`config.mk`:
```
export PLATFORM = sky130hd
export DESIGN_NAME = mnde_window
export DESIGN_NICKNAME = d
export VERILOG_FILES = /design/src/rtl/mnde_pkg.sv /design/src/rtl/mnde_window.sv
export SDC_FILE = /design/constraint.sdc
export NUM_CORES = 1
export LEC_CHECK = 0
export BUFFER_PORTS_ARGS = -buffer_cell sky130_fd_sc_hd__buf_2
export CAP_MARGIN = 30
export CORE_ASPECT_RATIO = 0.9
export CORE_MARGIN = 4
export CORE_UTILIZATION = 50
export CTS_CLUSTER_DIAMETER = 150
export CTS_CLUSTER_SIZE = 12
export DETAILED_ROUTE_END_ITERATION = 16
export GPL_ROUTABILITY_DRIVEN = 1
export HOLD_SLACK_MARGIN = 0.12
export MAX_ROUTING_LAYER = met4
export PLACE_DENSITY = 0.67
export SKIP_LAST_GASP = 1
export SLEW_MARGIN = 5
export SYNTH_ARGS = -nofsm -noshare
export SYNTH_HDL_FRONTEND = slang
export SYNTH_SLANG_ARGS = --single-unit
```
`constraint.sdc`:
```
create_clock -name clock -period 34 [get_ports clock]
set_input_delay 6.8 -clock clock [delete_from_list [all_inputs] [get_ports clock]]
set_output_delay 6.8 -clock clock [all_outputs]
set_load 0.05 [all_outputs]
```
`src/rtl/mnde_pkg.sv`:
```
// Shared types and constants for the max neighbor difference edge block.
`timescale 1ns / 1ps
`default_nettype none

package mnde_pkg;

   // Pixel and result word widths
   localparam int PIX_W = 8;

   // Configuration register indexes and reset values
   typedef logic [0:0] csr_index_type;
   localparam csr_index_type CSR_FRAME_WIDTH  = 1'b0;
   localparam csr_index_type CSR_FRAME_HEIGHT = 1'b1;
   localparam int FRAME_WIDTH_W  = 12;
   localparam int FRAME_HEIGHT_W = 13;
   localparam logic [FRAME_WIDTH_W-1:0]  FRAME_WIDTH_RST  = 12'd640;
   localparam logic [FRAME_HEIGHT_W-1:0] FRAME_HEIGHT_RST = 13'd480;

   // Input word kinds carried on tuser
   typedef logic [0:0] op_type;
   localparam op_type OP_PIXEL = 1'b0;
   localparam op_type OP_DRAIN = 1'b1;

   // Result queue sizing
   localparam int FIFO_DEPTH = 8;
   localparam int FIFO_PTR_W = 3;
   localparam int FIFO_CNT_W = 4;

   // Per-word control that travels with a pixel down the window pipeline
   typedef struct packed {
      logic emit;
      logic last;
      logic top_ok;
      logic bot_ok;
      logic left_ok;
      logic right_ok;
   } edge_ctl_type;

endpackage

`default_nettype wire

```
`src/rtl/mnde_window.sv`:
```
// 3x3 window, masked neighbor differences and maximum over them.
`timescale 1ns / 1ps
`default_nettype none

module mnde_window (
   input  wire logic                       clock,
   input  wire logic                       reset,
   input  wire logic                       s1_valid,
   input  wire mnde_pkg::edge_ctl_type     s1_ctl,
   input  wire logic [mnde_pkg::PIX_W-1:0] s1_pix,
   input  wire logic [mnde_pkg::PIX_W-1:0] upper_pix,
   input  wire logic [mnde_pkg::PIX_W-1:0] lower_pix,
   output logic                            res_push,
   output logic      [mnde_pkg::PIX_W-1:0] res_edge,
   output logic                            res_last,
   output logic      [1:0]                 inflight
);

   localparam int PW = mnde_pkg::PIX_W;

   logic [PW-1:0]          win_ff [9];
   logic [PW-1:0]          win_in [9];
   logic                   s2_valid_ff;
   mnde_pkg::edge_ctl_type s2_ctl_ff;
   logic                   s3_valid_ff;
   logic                   s3_last_ff;
   logic [PW-1:0]          s3_diff_ff [9];
   logic [PW-1:0]          s3_diff_in [9];
   logic [PW-1:0]          best;

   // Shift the window left and bring in the new column
   always_comb begin
      for (int r = 0; r < 3; r++) begin
         win_in[r*3+0] = win_ff[r*3+1];
         win_in[r*3+1] = win_ff[r*3+2];
      end
      win_in[2] = upper_pix;
      win_in[5] = lower_pix;
      win_in[8] = s1_pix;
   end

   always_ff @(posedge clock) begin
      if (reset) begin
         for (int k = 0; k < 9; k++) begin
            win_ff[k] <= '0;
         end
      end else if (s1_valid) begin
         win_ff <= win_in;
      end
   end

   // Absolute differences to the centre, dropped where the neighbor is off frame
   always_comb begin
      logic ok;
      for (int r = 0; r < 3; r++) begin
         for (int c = 0; c < 3; c++) begin
            ok = !(r == 1 && c == 1)
                 && !(r == 0 && !s2_ctl_ff.top_ok)
                 && !(r == 2 && !s2_ctl_ff.bot_ok)
                 && !(c == 0 && !s2_ctl_ff.left_ok)
                 && !(c == 2 && !s2_ctl_ff.right_ok);
            if (!ok) begin
               s3_diff_in[r*3+c] = '0;
            end else if (win_ff[r*3+c] > win_ff[4]) begin
               s3_diff_in[r*3+c] = win_ff[r*3+c] - win_ff[4];
            end else begin
               s3_diff_in[r*3+c] = win_ff[4] - win_ff[r*3+c];
            end
         end
      end
   end

   // Advance the result stages
   always_ff @(posedge clock) begin
      if (reset) begin
         s2_valid_ff <= 1'b0;
         s3_valid_ff <= 1'b0;
      end else begin
         s2_valid_ff <= s1_valid && s1_ctl.emit;
         s3_valid_ff <= s2_valid_ff;
      end
   end

   always_ff @(posedge clock) begin
      s2_ctl_ff  <= s1_ctl;
      s3_last_ff <= s2_ctl_ff.last;
      s3_diff_ff <= s3_diff_in;
   end

   // Largest difference
   always_comb begin
      best = '0;
      for (int k = 0; k < 9; k++) begin
         if (s3_diff_ff[k] > best) begin
            best = s3_diff_ff[k];
         end
      end
   end

   assign res_push = s3_valid_ff;
   assign res_edge = best;
   assign res_last = s3_last_ff;
   assign inflight = {1'b0, s2_valid_ff} + {1'b0, s3_valid_ff};

   // A result leaves once an emitting word entering the window has passed the s2 and s3 stages
   a_push_follows: assert property (@(posedge clock) disable iff (reset)
      res_push |-> $past(s1_valid, 2) && $past(s1_ctl.emit, 2))
      else $error("result without an emitting word two cycles earlier");

   // The centre never differs from itself, so a lone pixel gives zero
   a_lone_zero: assert property (@(posedge clock) disable iff (reset)
      s2_valid_ff && !s2_ctl_ff.top_ok && !s2_ctl_ff.bot_ok && !s2_ctl_ff.left_ok
      && !s2_ctl_ff.right_ok |=> res_edge == '0)
      else $error("pixel without neighbors gave a nonzero edge");

   // The window only moves on a processed word
   a_window_hold: assert property (@(posedge clock) disable iff (reset)
      !s1_valid |=> $stable(win_ff[4]) && $stable(win_ff[8]))
      else $error("window moved without a word");

endmodule

`default_nettype wire

```
==> impl_metrics.json <==
{
  "syn_nets": 1575,
  "worstPathRequired_ns": 27.20,
  "cp_slowest_cell": "a211oi_1",
  "hold_buffers": 0,
  "h-tree-depth": 4,
  "drv_slew": 0,
  "max_cap_viol_count": 0,
  "die_w_um": 169,
  "io_buffers": 44,
  "worstMarginPinSlew_ns": 0.806,
  "finalNetCount": 1603,
  "fin_crit_ns": 21.15,
  "dieArea_mm2": 0.0259,
  "via_per_inst": 5.62,
  "syn_avg_cell_area_um2": 8.62,
  "firstDrtPassIters": 5,
  "num_antenna_cells": 0,
  "synth_edf_count": 0,
  "clkLatencyLatePin_ns": 0.42,
  "synth_async_sr_flop_share_pct": 0,
  "synth_warnings": 0,
  "hpwlAfterDp_um": 22300,
  "worst_slack_ns": 12.85,
  "antenna_found_initial": 0,
  "die_h_um": 153,
  "cts_sinks": 144,
  "cts_made_buffers": 17,
  "grt_use_total_pct": 22.9,
  "synth_cells": 1355,
  "startpoint": "s3_diff_ff[66]",
  "grt_pass1_wl_um": 47000,
  "syn_to_final_growth_pct": 9.10,
  "avgRoutedWirePerCell_um": 17.1,
  "seq_area_mm2": 0.00288,
  "drtIter0Drc": 731,
  "whs_ns": 0.340,
  "fillers": 2121,
  "place_congestion": 0.933,
  "dp_slack_ns": 13.48,
  "final_antenna_net_count": 0,
  "cts_root_buf": "clkbuf_16",
  "finClkSkew_ns": 0.00823,
  "startpoint_type": "flip-flop",
  "rr_startpoint": "win_ff[34]",
  "ys_seq_area_share_pct": 24.7,
  "cts_tree": "done",
  "grt_pass1_vias": 8965,
  "hp-start": "s2_ctl_ff[4]",
  "max_stage_delay_ns": 0.69,
  "critPathArrivalTime_ns": 14.35,
  "status": "finished clean",
  "multiInputGateArea_mm2": 0.00807,
  "crit_fanout": 19,
  "cpMostUsedCell": "ha_1",
  "vias": 9519,
  "clockBufferDepth": 2,
  "syn_area_mm2": 0.0117,
  "rsz0062_at_grt": "no",
  "cts_resized": 0,
  "initial_core_util_pct": 51.3,
  "hold_viol_final": 0,
  "drive_above_1_share_pct": 10.5,
  "clock.fmax_mhz": 47.3,
  "hold_path.class": "reg -> reg",
  "post_cts_buffers": 0,
  "gr-total-overflow": 0,
  "ios": 45,
  "setup_viol": 0,
  "fin_crit_sh_pct": 62.2,
  "maxSlewHeadroom_pct": 46.3,
  "endpoint_kind": "primary output",
  "path_class": "reg -> out",
  "tns_ns": 0,
  "drt-total-wl_um": 29000,
  "ys_ff_latch": 144,
  "drc_errors": 0,
  "ys.flop_type": "dfxtp_1",
  "synth.distinct_cells": 73,
  "clk_pin_slew_ns": 0.06,
  "row_count": 52,
  "core_mm2": 0.0228,
  "grt_max_degree": 75
}
## cell families (layout without fill, tap and decap cells)
group | Yosys count | count (layout) | share of synthesized area [%]
buffers and inverters | 192 | 233 | 6.23
AOI/OAI and AO/OA | 306 | 306 | 18.0
muxes | 150 | 150 | 13.2
adders and majority gates | 187 | 187 | 21.1
and+or+nand+nor | 344 | 344 | 14.5
xor gates and xnor gates | 32 | 32 | 2.40
DFF | 144 | 144 | 24.7
## final cells by class
| class | count | share of cell area (%) |
|---|---|---|
| Multi-Input combinational cell | 1019 | 63.3 |
| Sequential cell | 144 | 22.6 |
| Inverter | 147 | 4.33 |
| Clock buffer | 19 | 3.40 |
| Tap cell | 297 | 2.91 |
| Timing Repair Buffer | 54 | 2.32 |
| Clock inverter | 13 | 1.10 |
## synthesized netlist by cell type (12+ instances only)
library cell | count | area [um2]
ha_1 | 171 | 2140
inv_1 | 147 | 552
dfxtp_1 | 144 | 2880
nor2_1 | 140 | 526
mux2i_1 | 119 | 1190
a21oi_1 | 74 | 370
o21ai_0 | 51 | 255
nand2_1 | 43 | 161
clkbuf_1 | 39 | 146
a21o_1 | 32 | 240
mux2_2 | 31 | 349
nor2b_1 | 31 | 194
nand4_1 | 26 | 163
xnor2_1 | 26 | 228
and2_1 | 23 | 144
o21a_1 | 20 | 150
nor3_1 | 17 | 85.1
fa_1 | 16 | 320
nand3_1 | 16 | 80.1
a211oi_1 | 13 | 97.6
o21bai_1 | 13 | 97.6
nand2b_1 | 12 | 75.1
## worst paths after layout
check,endpoint,slack (ns),cells after the start
worst max-delay path,res_edge[7],12.85,58
worst min-delay path,res_last,0.34,0
worst max register to register,s3_diff_ff[71],29.14,14
worst min register to register,res_last,0.34,0
## worst max-delay path, delay by kind of cell (launching register included)
kind                       cells  cell delay, ns
AOI/OAI and AO/OA             30            7.45
buffers and inverters          5            1.00
and+or+nand+nor               13            1.83
DFF                            1            0.41
muxes                          3            1.03
adders and majority gates      7            2.17
## flip-flops by register name, indices dropped and copies added (netlist names)
name and flops:
res_last 1, res_push 1, s2_ctl_ff 5, s2_valid_ff 1, s3_diff_ff 64, win_ff 72
## cells in the final DEF, fill, tap and decap left out, drive strengths merged, types with 8 or more instances in the layout
cell type / count
a211o: 9
a211oi: 14
a21boi: 9
a21o: 33
a21oi: 77
a31o: 9
a31oi: 9
and2: 23
buf: 54
clkbuf: 19
dfxtp: 144
fa: 16
ha: 171
inv: 148
mux2: 31
mux2i: 119
nand2: 44
nand2b: 12
nand3: 16
nand4: 27
nor2: 140
nor2b: 31
nor3: 17
nor3b: 8
o211ai: 9
o21a: 20
o21ai: 53
o21bai: 13
or2: 8
xnor2: 26
## stage by stage
step / utilization [%] / area (um2) / cells
final: 56.0 / 12700 / 1693
after global routing: 56.0 / 12700 / 1693
after CTS: 56.0 / 12700 / 1693
after detailed placement: 53.5 / 12200 / 1661
after global placement: 53.4 / 12200 / 1660
after floorplan: - / 11700 / 1355
## per-layer routing
layer | routed length [um] | track usage, % | part of all wire [%] | vias to the layer above
met5 | 0 | - | 0 | -
met4 | 456 | 5.86 | 1.6 | 0
met3 | 1390 | 3.10 | 4.8 | 32
met2 | 11900 | 32.3 | 41 | 214
met1 | 15200 | 34.4 | 52 | 4459
li1 | - | - | - | 4814
Power is left out: the tool's default activity adds up to more than one toggle a clock period on the data nets, which glitch-free logic cannot reach.
