===== src/rtl/mnde_pkg.sv =====
// Shared types and constants for the max neighbor difference edge block.
`timescale 1ns / 1ps
`default_nettype none

package mnde_pkg;

   // Pixel and result word widths
   localparam int PIX_W = 8;

   // Configuration register indexes and reset values
   typedef logic [0:0] csr_index_type;
   localparam csr_index_type CSR_FRAME_WIDTH  = 1'b0;
   localparam csr_index_type CSR_FRAME_HEIGHT = 1'b1;
   localparam int FRAME_WIDTH_W  = 12;
   localparam int FRAME_HEIGHT_W = 13;
   localparam logic [FRAME_WIDTH_W-1:0]  FRAME_WIDTH_RST  = 12'd640;
   localparam logic [FRAME_HEIGHT_W-1:0] FRAME_HEIGHT_RST = 13'd480;

   // Input word kinds carried on tuser
   typedef logic [0:0] op_type;
   localparam op_type OP_PIXEL = 1'b0;
   localparam op_type OP_DRAIN = 1'b1;

   // Result queue sizing
   localparam int FIFO_DEPTH = 8;
   localparam int FIFO_PTR_W = 3;
   localparam int FIFO_CNT_W = 4;

   // Per-word control that travels with a pixel down the window pipeline
   typedef struct packed {
      logic emit;
      logic last;
      logic top_ok;
      logic bot_ok;
      logic left_ok;
      logic right_ok;
   } edge_ctl_type;

endpackage

`default_nettype wire


===== src/rtl/mnde_out_fifo.sv =====
// Result queue that decouples the window pipeline from the result channel.
`timescale 1ns / 1ps
`default_nettype none

module mnde_out_fifo (
   input  wire logic                             clock,
   input  wire logic                             reset,
   input  wire logic                             push,
   input  wire logic [mnde_pkg::PIX_W-1:0]       push_edge,
   input  wire logic                             push_last,
   input  wire logic                             pop_ready,
   output logic                                  out_valid,
   output logic      [mnde_pkg::PIX_W-1:0]       out_edge,
   output logic                                  out_last,
   output logic      [mnde_pkg::FIFO_CNT_W-1:0]  count
);

   localparam int PW  = mnde_pkg::PIX_W;
   localparam int PTW = mnde_pkg::FIFO_PTR_W;
   localparam int CW  = mnde_pkg::FIFO_CNT_W;

   logic [PW:0]    slot [mnde_pkg::FIFO_DEPTH];
   logic [PTW-1:0] wr_ptr_ff;
   logic [PTW-1:0] rd_ptr_ff;
   logic [CW-1:0]  count_ff;
   logic           pop;

   assign out_valid = (count_ff != '0);
   assign out_edge  = slot[rd_ptr_ff][PW-1:0];
   assign out_last  = slot[rd_ptr_ff][PW];
   assign count     = count_ff;
   assign pop       = out_valid && pop_ready;

   // Store the pushed word
   always_ff @(posedge clock) begin
      if (push) begin
         slot[wr_ptr_ff] <= {push_last, push_edge};
      end
   end

   // Advance pointers and count
   always_ff @(posedge clock) begin
      if (reset) begin
         wr_ptr_ff <= '0;
         rd_ptr_ff <= '0;
         count_ff  <= '0;
      end else begin
         if (push) begin
            wr_ptr_ff <= wr_ptr_ff + PTW'(1);
         end
         if (pop) begin
            rd_ptr_ff <= rd_ptr_ff + PTW'(1);
         end
         unique case ({push, pop})
            2'b10:   count_ff <= count_ff + CW'(1);
            2'b01:   count_ff <= count_ff - CW'(1);
            default: count_ff <= count_ff;
         endcase
      end
   end

endmodule

`default_nettype wire


===== config.mk =====
export PLATFORM = sky130hd
export DESIGN_NAME = mnde_out_fifo
export DESIGN_NICKNAME = d
export VERILOG_FILES = /design/src/rtl/mnde_pkg.sv /design/src/rtl/mnde_out_fifo.sv
export SDC_FILE = /design/constraint.sdc
export NUM_CORES = 1
export LEC_CHECK = 0
export BUFFER_PORTS_ARGS = -buffer_cell sky130_fd_sc_hd__buf_2
export CAP_MARGIN = 10
export CORE_MARGIN = 5
export CORE_UTILIZATION = 40
export CTS_BUF_LIST = sky130_fd_sc_hd__clkbuf_8
export DETAILED_ROUTE_END_ITERATION = 8
export GPL_ROUTABILITY_DRIVEN = 0
export GPL_TIMING_DRIVEN = 0
export PLACE_DENSITY = 0.66
export SLEW_MARGIN = 5
export SYNTH_ARGS = -nofsm -noshare
export SYNTH_HDL_FRONTEND = slang
export SYNTH_SLANG_ARGS = --single-unit
export TNS_END_PERCENT = 5

===== constraint.sdc =====
create_clock -name clock -period 6.1 [get_ports clock]
set_input_delay 0.305 -clock clock [delete_from_list [all_inputs] [get_ports clock]]
set_output_delay 0.305 -clock clock [all_outputs]
set_load 0.005 [all_outputs]

==> results.py, run 1 <==
metrics = {
    "setup_path": {
        "path_cells": "or4_4 -> nand2_1 -> inv_1 -> ha_1 -> buf_2 -> nor4b_1 -> a41oi_1 -> o41ai_1 -> mux2_2",
        "crit_end": "count[3]",
        "startpoint_type": "flop",
        "path_max_fanout": 7,
        "cp-end-kind": "flop",
        "arrival_ns": 2.81,
        "cp-startpoint": "count[1]",
        "crit_type": "flop to flop",
        "crit_path_max_incr_delay_ns": 0.58,
        "rrSetupSlack_ns": 3.53,
        "r2r-start": "count[1]",
        "regToRegEndpoint": "count[3]",
        "reg2regPathDepth": 9,
        "cp.required_ns": 6.34,
        "cpMaxStageDelayCell": "or4_4",
    },
    "grt": {
        "overflow": 0,
        "antenna_found_initial": 0,
        "grt_max_degree": 16,
        "grt_pass1_vias": 1740,
        "grt_pass1_wl_mm": 9.34,
        "grt_usage": 0.125,
    },
    "sta": {
        "whs_ns": 0.218,
        "postLayoutSetupSlackWorst_ns": 3.53,
        "rsz0062_at_grt": "false",
        "fin_tns_setup_ns": 0,
        "fin_skew_ns": 0.00536,
        "drv_slew": 0,
        "fmax_ghz": 0.390,
        "max-slew-margin-rel": 0.300,
        "setup-violations-final": 0,
        "finalCriticalPeriod_ns": 2.57,
        "finalHoldViolations": 0,
        "worst_pin_slew_ns": 1.05,
        "finalCritPeriodShare": 0.421,
    },
    "floorplanning": {
        "coreArea_um2": 8260,
        "start_util": 0.414,
        "dieHeight_um": 102,
        "io_pins": 27,
        "die_w_um": 102,
        "dieArea_um2": 10500,
        "num_rows": 33,
    },
    "route": {
        "dr.max_layer_used": "met4",
        "ant_nets": 0,
        "drtIter0Drc": 55,
        "routed-wl-met2_mm": 2.89,
        "routed_wl_mm": 5.89,
        "wl_met3_um": 252,
        "routedWlPerCell_um": 18.2,
        "met1_length_mm": 2.61,
        "dr_total_vias": 1684,
        "vias_per_cell": 5.21,
        "dr.pass1.iters": 4,
        "drc": 0,
    },
    "placed_design": {
        "dp_hpwl_mm": 3.72,
        "port_buffers": 26,
        "placed_cell_area_um2": 3690,
        "pre_cts_ws_ns": 3.53,
    },
    "synth": {
        "synth.distinct_cells": 27,
        "syn_area_per_cell_um2": 19.4,
        "ys_ff_latch": 85,
        "synth_cells": 176,
        "yosys_warnings": 0,
        "synthesis.area_um2": 3420,
        "ys_seq_area_frac": 0.709,
        "synth_fp_nets": 194,
    },
    "power": {
        "vdd_drop_max_mv": 0.163,
        "p_leak_nw": 1.37,
        "finalPower_mw": 1.43,
        "power_density_nw_per_um2": 367,
    },
    "flow_run": {
        "drv_cap": 0,
    },
    "clock_tree": {
        "cts_setup_buffers": 0,
        "cts_sinks": 85,
        "cts_buffer_depth": 2,
        "htreeDepth": 3,
        "ctsResizeCount": 0,
        "cts_tree": "yes",
        "clk_pin_slew_worst_paths_ns": 0.09,
        "clkLatencyLatePin_ns": 0.35,
        "cts_hold_buffers": 0,
        "root_buffer": "clkbuf_8",
        "cts_buffers": 9,
    },
    "cells_and_area": {
        "drive_above_1_share": 0.275,
        "layout.nets": 231,
        "syn_to_final_growth_pct": 14.4,
        "fillers": 708,
        "antenna_cells": 0,
        "stdcell_area_um2": 3910,
    },
    "worst_hold_path": {
        "min_from": "push_edge[4]",
        "hp-class": "input pin to flop",
    },
    "run_status": {
        "status": "complete, no violations",
    },
}
## kinds of logic (layout without fill, tap and decap cells)
| family | Yosys count | after routing | share of synthesized area |
|---|---|---|---|
| buf+inv | 9 | 51 | 0.0176 |
| compound gates | 6 | 6 | 0.0110 |
| simple gates | 33 | 33 | 0.0454 |
| flops | 85 | 85 | 0.709 |
| xor+xnor | 7 | 7 | 0.0179 |
| mux | 31 | 31 | 0.181 |
| fa+ha+maj | 5 | 5 | 0.0183 |
## critical path: cells and delay by family (launching register included)
| family | cells | cell delay [ns] |
|---|---|---|
| flops | 1 | 0.38 |
| simple gates | 3 | 1.02 |
| mux | 1 | 0.37 |
| buf+inv | 2 | 0.24 |
| fa+ha+maj | 1 | 0.27 |
| compound gates | 2 | 0.17 |
## registers in the layout, summed over array words and instances (netlist names), named ones only
| register | flops |
|---|---|
| wr_ptr_ff | 3 |
| rd_ptr_ff | 3 |
| count | 4 |
| slot | 72 |
## cell usage after synthesis, drive strengths merged
cell type | instances | area, um^2
nand3 | 2 | 10.0
clkbuf | 2 | 7.51
mux2 | 11 | 124
xnor2 | 1 | 8.76
dfxtp | 13 | 260
nor2b | 1 | 6.26
inv | 2 | 7.51
mux4 | 18 | 473
a41oi | 1 | 8.76
xor2 | 6 | 52.6
o41ai | 1 | 8.76
nand2b | 3 | 18.8
nor3 | 3 | 15.0
buf | 5 | 45.0
o21ai | 1 | 5.00
or4 | 1 | 11.3
nand2 | 6 | 22.5
a21oi | 3 | 15.0
mux2i | 2 | 20.0
nor4b | 1 | 8.76
or3 | 1 | 6.26
nor2 | 15 | 56.3
ha | 5 | 62.6
edfxtp | 72 | 2160
## cell type report
class | count | area [um^2] | area share
buffer | 7 | 52.6 | 0.0134
clock buffer | 9 | 124 | 0.0317
clock inverter | 7 | 96.3 | 0.0247
inverter | 2 | 7.51 | 0.00192
multi-input combinational | 82 | 943 | 0.241
sequential | 85 | 2420 | 0.620
tap | 105 | 131 | 0.0336
timing repair buffer | 26 | 130 | 0.0333
## routing by layer
layer | vias up | track usage
li1 | 782 | -
met1 | 855 | 0.159
met2 | 37 | 0.199
met3 | 10 | 0.0314
met4 | 0 | 0.0646
met5 | - | 0
## metrics by stage
step                      utilization  std cells
after floorplan                     -        176
after global placement          0.445        307
after detailed placement        0.447        307
after CTS                       0.473        323
after global routing            0.473        323
final                           0.473        323
## layout by cell type, fill, tap and decap left out, types with 2 or more instances in the layout
master and n:
clkbuf_8 9, dfxtp_1 13, bufinv_16 2, inv_1 2
clkinv_2 2, nand3_1 2, nor3_2 2, inv_6 3
mux2i_1 2, nand2b_1 3, mux4_1 18, ha_1 5
edfxtp_1 72, buf_2 28, xor2_1 6, nor2_1 15
nand2_1 6, a21oi_1 3, mux2_2 11, clkbuf_1 2
## worst min path at each step
stage          slack [ns]  depth (start not counted)            to
6_report             0.22                          1    slot[6][4]
5_1_grt              0.21                          1    slot[7][2]
4_1_cts              0.21                          1    slot[6][4]
3_5_place_dp         0.50                          2          flop
3_3_place_gp         0.48                          2  rd_ptr_ff[1]
2_1_floorplan        0.40                          0    slot[0][0]
## where the power goes
group	total [mW]	switching, mW	internal [mW]
Sequential	0.688	0.0262	0.662
Combinational	0.309	0.140	0.169
Clock	0.435	0.202	0.233
Total	1.43	0.368	1.06
Power figures use the tool's default switching activity.
==> run 2, diff against run 1 <==
--- a/config.mk
+++ b/config.mk
@@ -13,7 +13,7 @@
 export DETAILED_ROUTE_END_ITERATION = 8
 export GPL_ROUTABILITY_DRIVEN = 0
 export GPL_TIMING_DRIVEN = 0
-export PLACE_DENSITY = 0.66
+export PLACE_DENSITY = 0.68
 export SLEW_MARGIN = 5
 export SYNTH_ARGS = -nofsm -noshare
 export SYNTH_HDL_FRONTEND = slang
==> constraint.sdc (replaced) <==
create_clock -name clock -period 2.35 [get_ports clock]
set_input_delay 0.1175 -clock clock [delete_from_list [all_inputs] [get_ports clock]]
set_output_delay 0.1175 -clock clock [all_outputs]
set_load 0.005 [all_outputs]
==> run 2 against run 1 <==
  * Combinational power grew to 3.2 times the previous value
  * Critical path depth is 1 higher
  * Register-to-register slack worse by 3.5 ns
  * Non-clock buffer count is 5 higher
  * Sequential share of layout area is 1.7 points lower
  * Worst setup slack worse by 3.5 ns
  * Critical path type unchanged
  * Largest power group unchanged
  * Highest routed layer unchanged
==> results.py, run 2 (synthesis gave the netlist of run 1 again) <==
metrics = {
    "sta": {
        "fin_skew_ns": 0.00537,
        "worst_pin_slew_ns": 0.981,
        "finalCritPeriodShare": 0.965,
        "rsz0062_at_grt": "true",
        "setup-violations-final": 0,
        "fmax_ghz": 0.441,
        "whs_ns": 0.0200,
        "finalCriticalPeriod_ns": 2.27,
        "postLayoutSetupSlackWorst_ns": 0.0824,
        "max-slew-margin-rel": 0.343,
        "fin_tns_setup_ns": 0,
        "drv_slew": 0,
        "finalHoldViolations": 0,
    },
    "setup_path": {
        "startpoint_type": "flop",
        "arrival_ns": 2.55,
        "rrSetupSlack_ns": 0.08,
        "regToRegEndpoint": "count[2]",
        "path_delay_family": "simple AND/OR/NAND/NOR gates",
        "crit_type": "flop to flop",
        "r2r-start": "count[0]",
        "cp-end-kind": "flop",
        "crit_path_max_incr_delay_ns": 0.55,
        "cpMaxStageDelayCell": "or4_4",
        "path_buf_inv": 1,
        "cp_num_cells": 10,
        "reg2regPathDepth": 10,
        "path_max_fanout": 4,
        "path_cells": "or4_4 -> nand2_4 -> inv_4 -> ha_4 -> xor2_2 -> ha_2 -> a21oi_2 -> xor2_1 -> or3_1 -> a21oi_1",
        "cp.required_ns": 2.63,
    },
    "route": {
        "routedWlPerCell_um": 17.7,
        "drtIter0Drc": 37,
        "vias_per_cell": 5.15,
        "routed_wl_mm": 5.80,
        "dr_total_vias": 1690,
        "dr.pass1.iters": 4,
        "ant_nets": 0,
        "drc": 0,
    },
    "clock_tree": {
        "cts_buffer_depth": 2,
        "cts_buffers": 9,
        "cts_tree": "yes",
        "htreeDepth": 3,
        "cts_sinks": 85,
        "cts_hold_buffers": 0,
        "clk_pin_slew_worst_paths_ns": 0.08,
        "clkLatencyLatePin_ns": 0.36,
        "root_buffer": "clkbuf_8",
    },
    "floorplanning": {
        "dieArea_um2": 10500,
        "io_pins": 27,
        "start_util": 0.414,
        "coreArea_um2": 8260,
        "dieHeight_um": 102,
        "die_w_um": 102,
        "num_rows": 33,
    },
    "grt": {
        "overflow": 0,
        "grt_usage": 0.120,
        "grt_pass1_wl_mm": 8.82,
        "grt_max_degree": 16,
        "antenna_found_initial": 0,
        "grt_pass1_vias": 1715,
    },
    "placed_design": {
        "placed_cell_area_um2": 3700,
        "dp.cells": 307,
        "pre_cts_ws_ns": -0.153,
        "dp_hpwl_mm": 3.62,
        "port_buffers": 26,
    },
    "cells_and_area": {
        "drive_above_1_share": 0.345,
        "layout_common_cells": "edfxtp_1, buf_2, mux4_1",
        "max_flop_register": "slot",
        "stdcell_area_um2": 4030,
        "final_common_cell": "edfxtp_1",
        "layout.nets": 236,
        "antenna_cells": 0,
        "fillers": 692,
        "largest_reg_flops": 72,
        "syn_to_final_growth_pct": 18.1,
        "instances_no_fill": 328,
    },
    "run_status": {
        "status": "complete, no violations",
    },
    "worst_hold_path": {
        "hp-class": "input pin to flop",
        "min_from": "push_edge[2]",
        "hold_depth": 1,
        "holdPathEnd": "slot[1][2]",
    },
    "power": {
        "power_density_nw_per_um2": 969,
        "p_leak_nw": 1.40,
        "vdd_drop_max_mv": 0.529,
    },
    "flow_run": {
        "drv_cap": 0,
    },
}
run 2: per-stage QoR:
step / total power, mW / utilization
3_3_place_gp: 2.62 / 0.446
5_1_grt: 4.07 / 0.488
3_5_place_dp: 2.65 / 0.448
6_report: 3.91 / 0.488
2_1_floorplan: 2.39 / -
4_1_cts: 3.80 / 0.476
run 2: per-layer routing:
layer,up-vias,part of all wire,GRT usage,wire [um]
li1,790,-,-,-
met1,850,0.42,0.145,2460
met2,40,0.50,0.197,2900
met3,10,0.055,0.0294,316
met4,0,0.020,0.0636,118
met5,-,0,0,0
run 2: area by class of cell:
| cell class | instances | area (um^2) | share of cell area |
|---|---|---|---|
| plain buffers | 5 | 43.8 | 0.0109 |
| clock inverters | 7 | 97.6 | 0.0242 |
| inverters | 2 | 10.0 | 0.00248 |
| flip-flops and latches | 85 | 2430 | 0.603 |
| multi-input cells | 82 | 1000 | 0.248 |
| clock buffers | 9 | 124 | 0.0307 |
| well taps | 105 | 131 | 0.0326 |
| repair buffers | 33 | 195 | 0.0484 |
run 2: timing repair:
action / CTS / global route
gates cloned: 0 / 0
pin swaps: 1 / 3
hold endpoints to repair: 0 / 0
resized for setup: 5 / 10
endpoints found under the setup margin: 11 / 2
setup buffers: 1 / 6
run 2: worst max path at each step:
stage,startpoint,end
after floorplan,count[2],count[3]
after global placement,count[2],count[2]
after detailed placement,count[2],count[2]
after CTS,count[2],count[3]
after global routing,count[0],count[2]
final,count[0],count[2]
run 2: where the power goes:
part           leakage (nW)  internal [mW]  switching, mW
clock                 0.106          0.603          0.530
combinational         0.530          0.560          0.414
sequential            0.762           1.73         0.0739
